$ cat config.mk
export PLATFORM = sky130hd
export DESIGN_NAME = drtfl_ctrl
export DESIGN_NICKNAME = d
export VERILOG_FILES = /design/src/rtl/drtfl_pkg.sv /design/src/rtl/drtfl_ctrl.sv
export SDC_FILE = /design/constraint.sdc
export NUM_CORES = 1
export LEC_CHECK = 0
export ABC_AREA = 1
export BUFFER_PORTS_ARGS = -buffer_cell sky130_fd_sc_hd__buf_4
export CORE_AREA = 4 4 45 51
export DETAILED_ROUTE_END_ITERATION = 12
export DIE_AREA = 0 0 49 55
export MAX_ROUTING_LAYER = met4
export PLACE_DENSITY_LB_ADDON = 0.2
export REMOVE_ABC_BUFFERS = 1
export SKIP_LAST_GASP = 1
export SLEW_MARGIN = 40
export SYNTH_ARGS = -nofsm -noshare
export SYNTH_HDL_FRONTEND = slang
export SYNTH_SLANG_ARGS = --single-unit
$ cat constraint.sdc
create_clock -name clk -period 3.19 [get_ports clk]
set_input_delay 0.319 -clock clk [delete_from_list [all_inputs] [get_ports clk]]
set_output_delay 0.319 -clock clk [all_outputs]
set_load 0.1 [all_outputs]
$ cat src/rtl/drtfl_pkg.sv
`timescale 1ns / 1ps

package drtfl_pkg;

    localparam int TABLE_ENTRIES_DEF = 4096;
    localparam int FRACTION_BITS_DEF = 16;

    localparam int YEAR_W   = 14;
    localparam int MONTH_W  = 7;
    localparam int DAY_W    = 7;
    localparam int AMOUNT_W = 48;
    localparam int LIMIT_W  = 20;
    localparam int STATUS_W = 3;
    localparam int PROD_W   = 64;
    localparam int KEY_W    = 23;
    localparam int ENTRY_W  = KEY_W + AMOUNT_W;

    localparam logic [LIMIT_W-1:0] LIMIT_RESET = LIMIT_W'(1000);

    typedef enum logic [STATUS_W-1:0] {
        ST_OK        = 3'd0,
        ST_BAD_DATE  = 3'd1,
        ST_NEGATIVE  = 3'd2,
        ST_TOO_LARGE = 3'd3,
        ST_NO_PRIOR  = 3'd4,
        ST_DUPLICATE = 3'd5,
        ST_FULL      = 3'd6
    } status_t;

    localparam logic OP_INSERT = 1'b0;
    localparam logic OP_QUERY  = 1'b1;

    typedef struct packed {
        logic    latch_in;
        logic    srch_init;
        logic    srch_rd;
        logic    srch_cmp;
        logic    sh_init;
        logic    sh_rd;
        logic    sh_wr;
        logic    ins_wr;
        logic    mul_init;
        logic    mul_step;
        logic    emit;
        logic    prod_en;
        status_t status;
    } cmd_t;

    typedef struct packed {
        logic bad_date;
        logic negative;
        logic too_large;
        logic full;
        logic is_query;
        logic srch_done;
        logic dup;
        logic found;
        logic shift_done;
        logic mul_done;
        logic out_busy;
    } sts_t;

    function automatic logic [4:0] month_len(input logic [3:0] m);
        logic [4:0] r;
        unique case (m)
            4'd1, 4'd3, 4'd5, 4'd7, 4'd8, 4'd10, 4'd12: r = 5'd31;
            4'd4, 4'd6, 4'd9, 4'd11:                    r = 5'd30;
            4'd2:                                       r = 5'd28;
            default:                                    r = 5'd0;
        endcase
        return r;
    endfunction

endpackage

$ cat src/rtl/drtfl_ctrl.sv
`timescale 1ns / 1ps

module drtfl_ctrl (
    input  logic              clk,
    input  logic              rst_n,
    input  logic              in_valid,
    output logic              in_ready,
    input  drtfl_pkg::sts_t   sts,
    output drtfl_pkg::cmd_t   cmd
);

    typedef enum logic [8:0] {
        S_IDLE  = 9'b000000001,
        S_CHECK = 9'b000000010,
        S_SRD   = 9'b000000100,
        S_SCMP  = 9'b000001000,
        S_SHRD  = 9'b000010000,
        S_SHWR  = 9'b000100000,
        S_MUL   = 9'b001000000,
        S_EMIT  = 9'b010000000,
        S_INS   = 9'b100000000
    } state_t;

    state_t              state_reg, state_next;
    drtfl_pkg::status_t  status_reg, status_next;
    logic                prod_en_reg, prod_en_next;

    assign in_ready = (state_reg == S_IDLE);

    always_ff @(posedge clk or negedge rst_n)
    begin
        if (!rst_n)
        begin
            state_reg   <= S_IDLE;
            status_reg  <= drtfl_pkg::ST_OK;
            prod_en_reg <= 1'b0;
        end
        else
        begin
            state_reg   <= state_next;
            status_reg  <= status_next;
            prod_en_reg <= prod_en_next;
        end
    end

    always_comb
    begin
        state_next   = state_reg;
        status_next  = status_reg;
        prod_en_next = prod_en_reg;
        cmd          = '0;
        cmd.status   = status_reg;
        cmd.prod_en  = prod_en_reg;
        unique case (state_reg)
            S_IDLE:
            begin
                if (in_valid)
                begin
                    cmd.latch_in = 1'b1;
                    prod_en_next = 1'b0;
                    state_next   = S_CHECK;
                end
            end
            S_CHECK:
            begin
                priority if (sts.bad_date)
                begin
                    status_next = drtfl_pkg::ST_BAD_DATE;
                    state_next  = S_EMIT;
                end
                else if (sts.negative)
                begin
                    status_next = drtfl_pkg::ST_NEGATIVE;
                    state_next  = S_EMIT;
                end
                else if (sts.is_query && sts.too_large)
                begin
                    status_next = drtfl_pkg::ST_TOO_LARGE;
                    state_next  = S_EMIT;
                end
                else
                begin
                    cmd.srch_init = 1'b1;
                    state_next    = S_SRD;
                end
            end
            S_SRD:
            begin
                if (!sts.srch_done)
                begin
                    cmd.srch_rd = 1'b1;
                    state_next  = S_SCMP;
                end
                else if (sts.is_query)
                begin
                    if (!sts.found)
                    begin
                        status_next = drtfl_pkg::ST_NO_PRIOR;
                        state_next  = S_EMIT;
                    end
                    else
                    begin
                        cmd.mul_init = 1'b1;
                        state_next   = S_MUL;
                    end
                end
                else
                begin
                    priority if (sts.dup)
                    begin
                        status_next = drtfl_pkg::ST_DUPLICATE;
                        state_next  = S_EMIT;
                    end
                    else if (sts.full)
                    begin
                        status_next = drtfl_pkg::ST_FULL;
                        state_next  = S_EMIT;
                    end
                    else
                    begin
                        cmd.sh_init = 1'b1;
                        state_next  = S_SHRD;
                    end
                end
            end
            S_SCMP:
            begin
                cmd.srch_cmp = 1'b1;
                state_next   = S_SRD;
            end
            S_SHRD:
            begin
                if (sts.shift_done)
                begin
                    state_next = S_INS;
                end
                else
                begin
                    cmd.sh_rd  = 1'b1;
                    state_next = S_SHWR;
                end
            end
            S_SHWR:
            begin
                cmd.sh_wr  = 1'b1;
                state_next = S_SHRD;
            end
            S_INS:
            begin
                cmd.ins_wr  = 1'b1;
                status_next = drtfl_pkg::ST_OK;
                state_next  = S_EMIT;
            end
            S_MUL:
            begin
                if (sts.mul_done)
                begin
                    status_next  = drtfl_pkg::ST_OK;
                    prod_en_next = 1'b1;
                    state_next   = S_EMIT;
                end
                else
                begin
                    cmd.mul_step = 1'b1;
                end
            end
            S_EMIT:
            begin
                if (!sts.out_busy)
                begin
                    cmd.emit   = 1'b1;
                    state_next = S_IDLE;
                end
            end
            default:
            begin
                state_next = S_IDLE;
            end
        endcase
    end

endmodule

---- Yosys cells after proc, flatten, opt, wreduce, memory -nomap -nowiden ----
Index checks and enable logic that the tools add are counted.
word-level totals
  register bits after elaboration ......... 13
  word-level logic and storage cells ...... 77
operators by class
  equal/unequal tests ..................... 16
  mux-type cells .......................... 52
  reduce and logical (&&, ||, !) cells .... 6
operators with widths
  operator            count
  $mux 9              9
  $pmux 9 s9          1
  $mux 1              28
  $mux 3              9
  $mux 8              3
  $pmux 3 s4          1
  $eq 9x1->1 const B  1
  $eq 9x2->1 const B  1
  $eq 9x3->1 const B  1
  $eq 9x4->1 const B  1
  $eq 9x5->1 const B  1
  $eq 9x6->1 const B  1
  $eq 9x7->1 const B  1
  $eq 9x8->1 const B  1
  $eq 9x9->1 const B  1
  $ne 2x2->1 const B  4
  $ne 4x4->1 const B  2
  $reduce_and 3->1    2
  $reduce_and 6->1    1
  $reduce_bool 4->1   1
  $ne 3x3->1 const B  1
  $pmux 1 s2          1
  $reduce_bool 2->1   1
  $logic_and 1x1->1   1

---- Longest topological paths before layout ----
  depth in word-level cells ............... 5
  depth in mapped cells ................... 9
  depth with buffers taken out ............ 9

---- Worst setup path after synthesis ----
No wires, ideal clock.
  path type ............................... register -> register
  from .................................... register state_reg[3]
  to ...................................... register status_reg[0]
  library setup time ...................... 0.120 ns
  arrival time ............................ 2.464 ns
  required time ........................... 3.070 ns
  path slack .............................. 0.606 ns
  stages on the path, launching flop included .. 9
  cells stage by stage .................... dfrtp_1 -> nor2_2 -> nand2_2 -> nor2_1 -> nor2_2 -> nand3_2 -> nand2_2 -> nand2_1 -> nand2_1
on the way
  cells in the longest elaborated chain, start to end .. 3
  elaborated cells on any way between the ends .. 12
RTL lines
  element                                              RTL line          text
  from (decl)                                          drtfl_ctrl.sv:24  state_t state_reg, state_next;
  from (signal assigned)                               drtfl_ctrl.sv:40  state_reg <= state_next;
  $eq 9x2->1 (tied with other cells)                   drtfl_ctrl.sv:54  unique case (state_reg)
  $ne 4x4->1 (no source line) (tied with other cells)  -
  $reduce_and 6->1 (no source line)                    -
  to (signal assigned)                                 drtfl_ctrl.sv:35  status_reg <= drtfl_pkg::ST_OK;
  to (signal assigned)                                 drtfl_ctrl.sv:41  status_reg <= status_next;
  to (decl)                                            drtfl_ctrl.sv:25  drtfl_pkg::status_t status_reg, status_next;
Parallel ways exist; a longest one is shown, timed or not.
A chain may end at the register's enable or synchronous reset.

==> metrics.txt <==
# TYPE chip_impl_metric gauge
chip_impl_metric{name="worst_ep_arrival_time",unit="ns"} 1.76
chip_impl_metric{name="largest_register_ff_count",unit=""} 9
chip_impl_metric{name="final_core_util",unit="%"} 67.54
chip_impl_info{name="rsz0062_at_grt",value="no"} 1
chip_impl_metric{name="synthToLayoutAreaGrowth",unit="%"} 29.21
chip_impl_info{name="synth.most_common_cell",value="nand2_1"} 1
chip_impl_metric{name="setup_viol",unit=""} 0
chip_impl_metric{name="die_width",unit="um"} 49
chip_impl_metric{name="drv_cap",unit=""} 0
chip_impl_metric{name="crit_path_max_fanout",unit=""} 6
chip_impl_metric{name="viasPerCell",unit=""} 5.085
chip_impl_metric{name="final-max-slew-violation-count",unit=""} 0
chip_impl_info{name="synthTopCellsByCount",value="nand2_1, nor2_1, inv_1, nand3_1, dfrtp_1"} 1
chip_impl_metric{name="area.sequential",unit="um^2"} 326.6
chip_impl_metric{name="routed_wirelength",unit="um"} 2180
chip_impl_metric{name="final_gp_congestion",unit=""} 1.011
chip_impl_metric{name="finalClockSkew",unit="ns"} 0.0006076
chip_impl_metric{name="finalSetupTns",unit="ns"} 0
chip_impl_metric{name="parity_gate_share_of_the_synthesized_area_counting_xor_and_xnor_cells",unit="%"} 0
chip_impl_info{name="crit_type",value="reg -> out"} 1
chip_impl_metric{name="maximum_buffer_depth_of_the_clock_tree",unit=""} 2
chip_impl_metric{name="core-area",unit="um^2"} 1762
chip_impl_info{name="worst_r2r_endpoint",value="status_reg[0]"} 1
chip_impl_metric{name="track_usage",unit="%"} 18.90
chip_impl_metric{name="timing.slew.headroom",unit="%"} 79.55
chip_impl_metric{name="drt_first_iter_violations",unit=""} 21
chip_impl_metric{name="critPathRequiredTime",unit="ns"} 2.87
chip_impl_metric{name="top_level_ports",unit=""} 30
chip_impl_metric{name="fmax",unit="MHz"} 481.6
chip_impl_info{name="critical_path.endpoint",value="cmd[14]"} 1
chip_impl_metric{name="pin_count_of_the_biggest_net_entering_global_routing",unit=""} 14
chip_impl_metric{name="route.detailed.drc",unit=""} 0
chip_impl_info{name="critical_path.startpoint",value="state_reg[4]"} 1
chip_impl_info{name="cts_root_buf",value="clkbuf_4"} 1
chip_impl_metric{name="first_global_vias",unit=""} 966
chip_impl_metric{name="design.die.area",unit="um^2"} 2695
chip_impl_metric{name="post-route-worst-setup-slack",unit="ns"} 1.114
chip_impl_metric{name="register_bit_total_from_synthesis",unit=""} 13
chip_impl_metric{name="placement.setup.worst_slack",unit="ns"} 1.401
chip_impl_metric{name="synth_sequential_area_ratio",unit="%"} 35.46
chip_impl_metric{name="initial_antenna_violation_count",unit=""} 0
chip_impl_info{name="synth.top_cells.by_area",value="dfrtp_1, nand2_1, nor2_1, inv_1, nand3_1"} 1
chip_impl_metric{name="power.static_leakage",unit="nW"} 0.7101
chip_impl_metric{name="regToRegSetupSlack",unit="ns"} 1.63
chip_impl_metric{name="filler_cell_count",unit=""} 163
chip_impl_metric{name="cts_repair_resize_count",unit=""} 0
chip_impl_info{name="crit_path_end_kind",value="primary output"} 1
chip_impl_metric{name="clock_insertion_delay_worst_skew",unit="ns"} 0.27
chip_impl_metric{name="synthesized_netlist_cell_count",unit=""} 138
chip_impl_metric{name="post-cts-setup-buffer-count",unit=""} 0
chip_impl_metric{name="detailroute.via_count",unit=""} 961
chip_impl_metric{name="rows",unit=""} 16
chip_impl_metric{name="clock_tree.htree_level_count",unit=""} 1
chip_impl_metric{name="synthDistinctLibCells",unit=""} 19
chip_impl_info{name="synth_top_family_by_area",value="simple AND/OR/NAND/NOR gates"} 1
chip_impl_metric{name="floorplan.initialDensity",unit="%"} 52.27
chip_impl_info{name="status",value="finished clean"} 1
chip_impl_metric{name="portBuffers",unit=""} 29
chip_impl_metric{name="hold_buffers",unit=""} 1
chip_impl_metric{name="post-synth-top-area-fraction",unit="%"} 32.61
chip_impl_metric{name="synth_compound_gate_area_share",unit="%"} 2.174
chip_impl_metric{name="route.detailed.wl_per_inst",unit="um"} 11.53
chip_impl_metric{name="final.period_utilization",unit="%"} 65.08
chip_impl_info{name="startpoint_type",value="flip-flop"} 1
chip_impl_metric{name="diodes",unit=""} 0
chip_impl_metric{name="post_synth_mux_area_share",unit="%"} 0
chip_impl_metric{name="post_synthesis_share_of_cell_area_spent_on_and_or_nand_and_nor_gates",unit="%"} 50.95
chip_impl_metric{name="yosysWarnings",unit=""} 0
chip_impl_metric{name="ir_worst_vdd",unit="mV"} 0.5441
chip_impl_info{name="synth_ff_type",value="dfrtp_1"} 1
chip_impl_metric{name="async_flop_share",unit="%"} 100.0
chip_impl_metric{name="final_layout_size_suffix_gt1_share",unit="%"} 30.99
chip_impl_metric{name="worst-slew-pin-transition",unit="ns"} 0.3051
chip_impl_metric{name="final_period_minus_worst_setup_slack",unit="ns"} 2.076
chip_impl_metric{name="combined_area_of_the_multi_input_logic_cells",unit="um^2"} 489.2
chip_impl_metric{name="post_synth_fa_ha_maj_area_fraction",unit="%"} 0
chip_impl_metric{name="grt_first_pass_wirelength",unit="um"} 3843
chip_impl_metric{name="hold_path_depth",unit=""} 2
chip_impl_metric{name="dp_hpwl",unit="um"} 1853
chip_impl_metric{name="power.density",unit="nW/um^2"} 734.8
chip_impl_info{name="synth_top_area_cell",value="dfrtp_1"} 1
chip_impl_metric{name="post_synth_instance_area",unit="um^2"} 920.9
chip_impl_metric{name="synthesis.area_per_instance",unit="um^2"} 6.673
chip_impl_metric{name="hold_violations",unit=""} 0
chip_impl_metric{name="ant_nets",unit=""} 0
chip_impl_metric{name="chipHeight",unit="um"} 55
chip_impl_info{name="worst_r2r_startpoint",value="state_reg[0]"} 1
chip_impl_metric{name="reg2reg_depth",unit=""} 9
chip_impl_metric{name="net_count_of_the_finished_layout",unit=""} 186
chip_impl_metric{name="detail_route.first_pass.iterations",unit=""} 4
chip_impl_metric{name="numCtsBuffers",unit=""} 3
chip_impl_metric{name="path_clk_slew",unit="ns"} 0.08
chip_impl_info{name="tritoncts",value="done"} 1
chip_impl_metric{name="gr-total-overflow",unit=""} 0
chip_impl_metric{name="number_of_flops_mapped_to_enable_cells_by_yosys",unit=""} 0
chip_impl_metric{name="clock-sinks",unit=""} 13
chip_impl_info{name="hold_path_class",value="in -> reg"} 1
==> per-layer routing <==
layer / vias to the layer above / track usage, % / wire length [um]
met1: 430 / 18.68 / 835
li1: 492 / - / -
met4: 0 / 12.56 / 65
met2: 31 / 35.00 / 1151
met3: 8 / 3.217 / 127
met5: - / - / 0
==> how the worst min path moves through the flow <==
stage	endpoint	slack, ns	startpoint
3_3_place_gp	state_reg[2]	0.17	rst_n
5_1_grt	state_reg[5]	0.19	sts[2]
4_1_cts	state_reg[5]	0.20	sts[2]
2_1_floorplan	prod_en_reg	0.02	rst_n
3_5_place_dp	state_reg[5]	0.17	rst_n
6_report	state_reg[5]	0.21	sts[2]
==> layout by cell type (no fill, tap or decap), drive strengths merged <==
cell type    instances
o21ai                4
dfrtp               12
dlygate4sd3          1
nand3b               1
nand2               34
or2                  1
clkbuf               4
nand4                6
buf                 29
nor3                 3
nor3b                1
nor2                31
nand3               17
inv                 26
dfstp                1
==> final cells by class <==
class / count / share of cell area, %
well taps: 18 / 1.893
repair buffers: 30 / 19.14
clock buffers: 4 / 2.208
flip-flops and latches: 13 / 27.44
inverters: 26 / 8.202
multi-input cells: 98 / 41.11
==> power by group <==
part	switching (mW)	leakage [nW]	internal, mW	total, mW
Sequential	0.0273	0.173	0.203	0.231
Combinational	0.413	0.522	0.130	0.542
Clock	0.0528	0.0150	0.0484	0.101
Total	0.493	0.710	0.381	0.874
==> cells by family after synthesis <==
group | after synthesis
buf+inv | 27
compound gates | 4
flops | 13
simple gates | 94
==> metrics by stage <==
stage / total power [mW] / hold WS [ns] / std cells / instance area, um^2
finish: 0.8743 / 0.2094 / 189 / 1190
global route: 0.9339 / 0.1927 / 189 / 1190
CTS: 0.8795 / 0.2018 / 189 / 1190
detailed placement: 0.7754 / 0.1727 / 184 / 1154
global placement: 0.7682 / 0.1719 / 184 / 1154
floorplan: 0.6564 / 0.02341 / 137 / 913.4
==> worst max-delay path, cell delays in order, from the launching register on <==
cell and delay [ns]:
dfrtp_1 0.44, nor2_4 0.18, nand2_2 0.11, nor2_2 0.16, nand2_1 0.17, nor2_1 0.13, buf_4 0.30
Note: power is estimated with default switching activity, not from simulation.
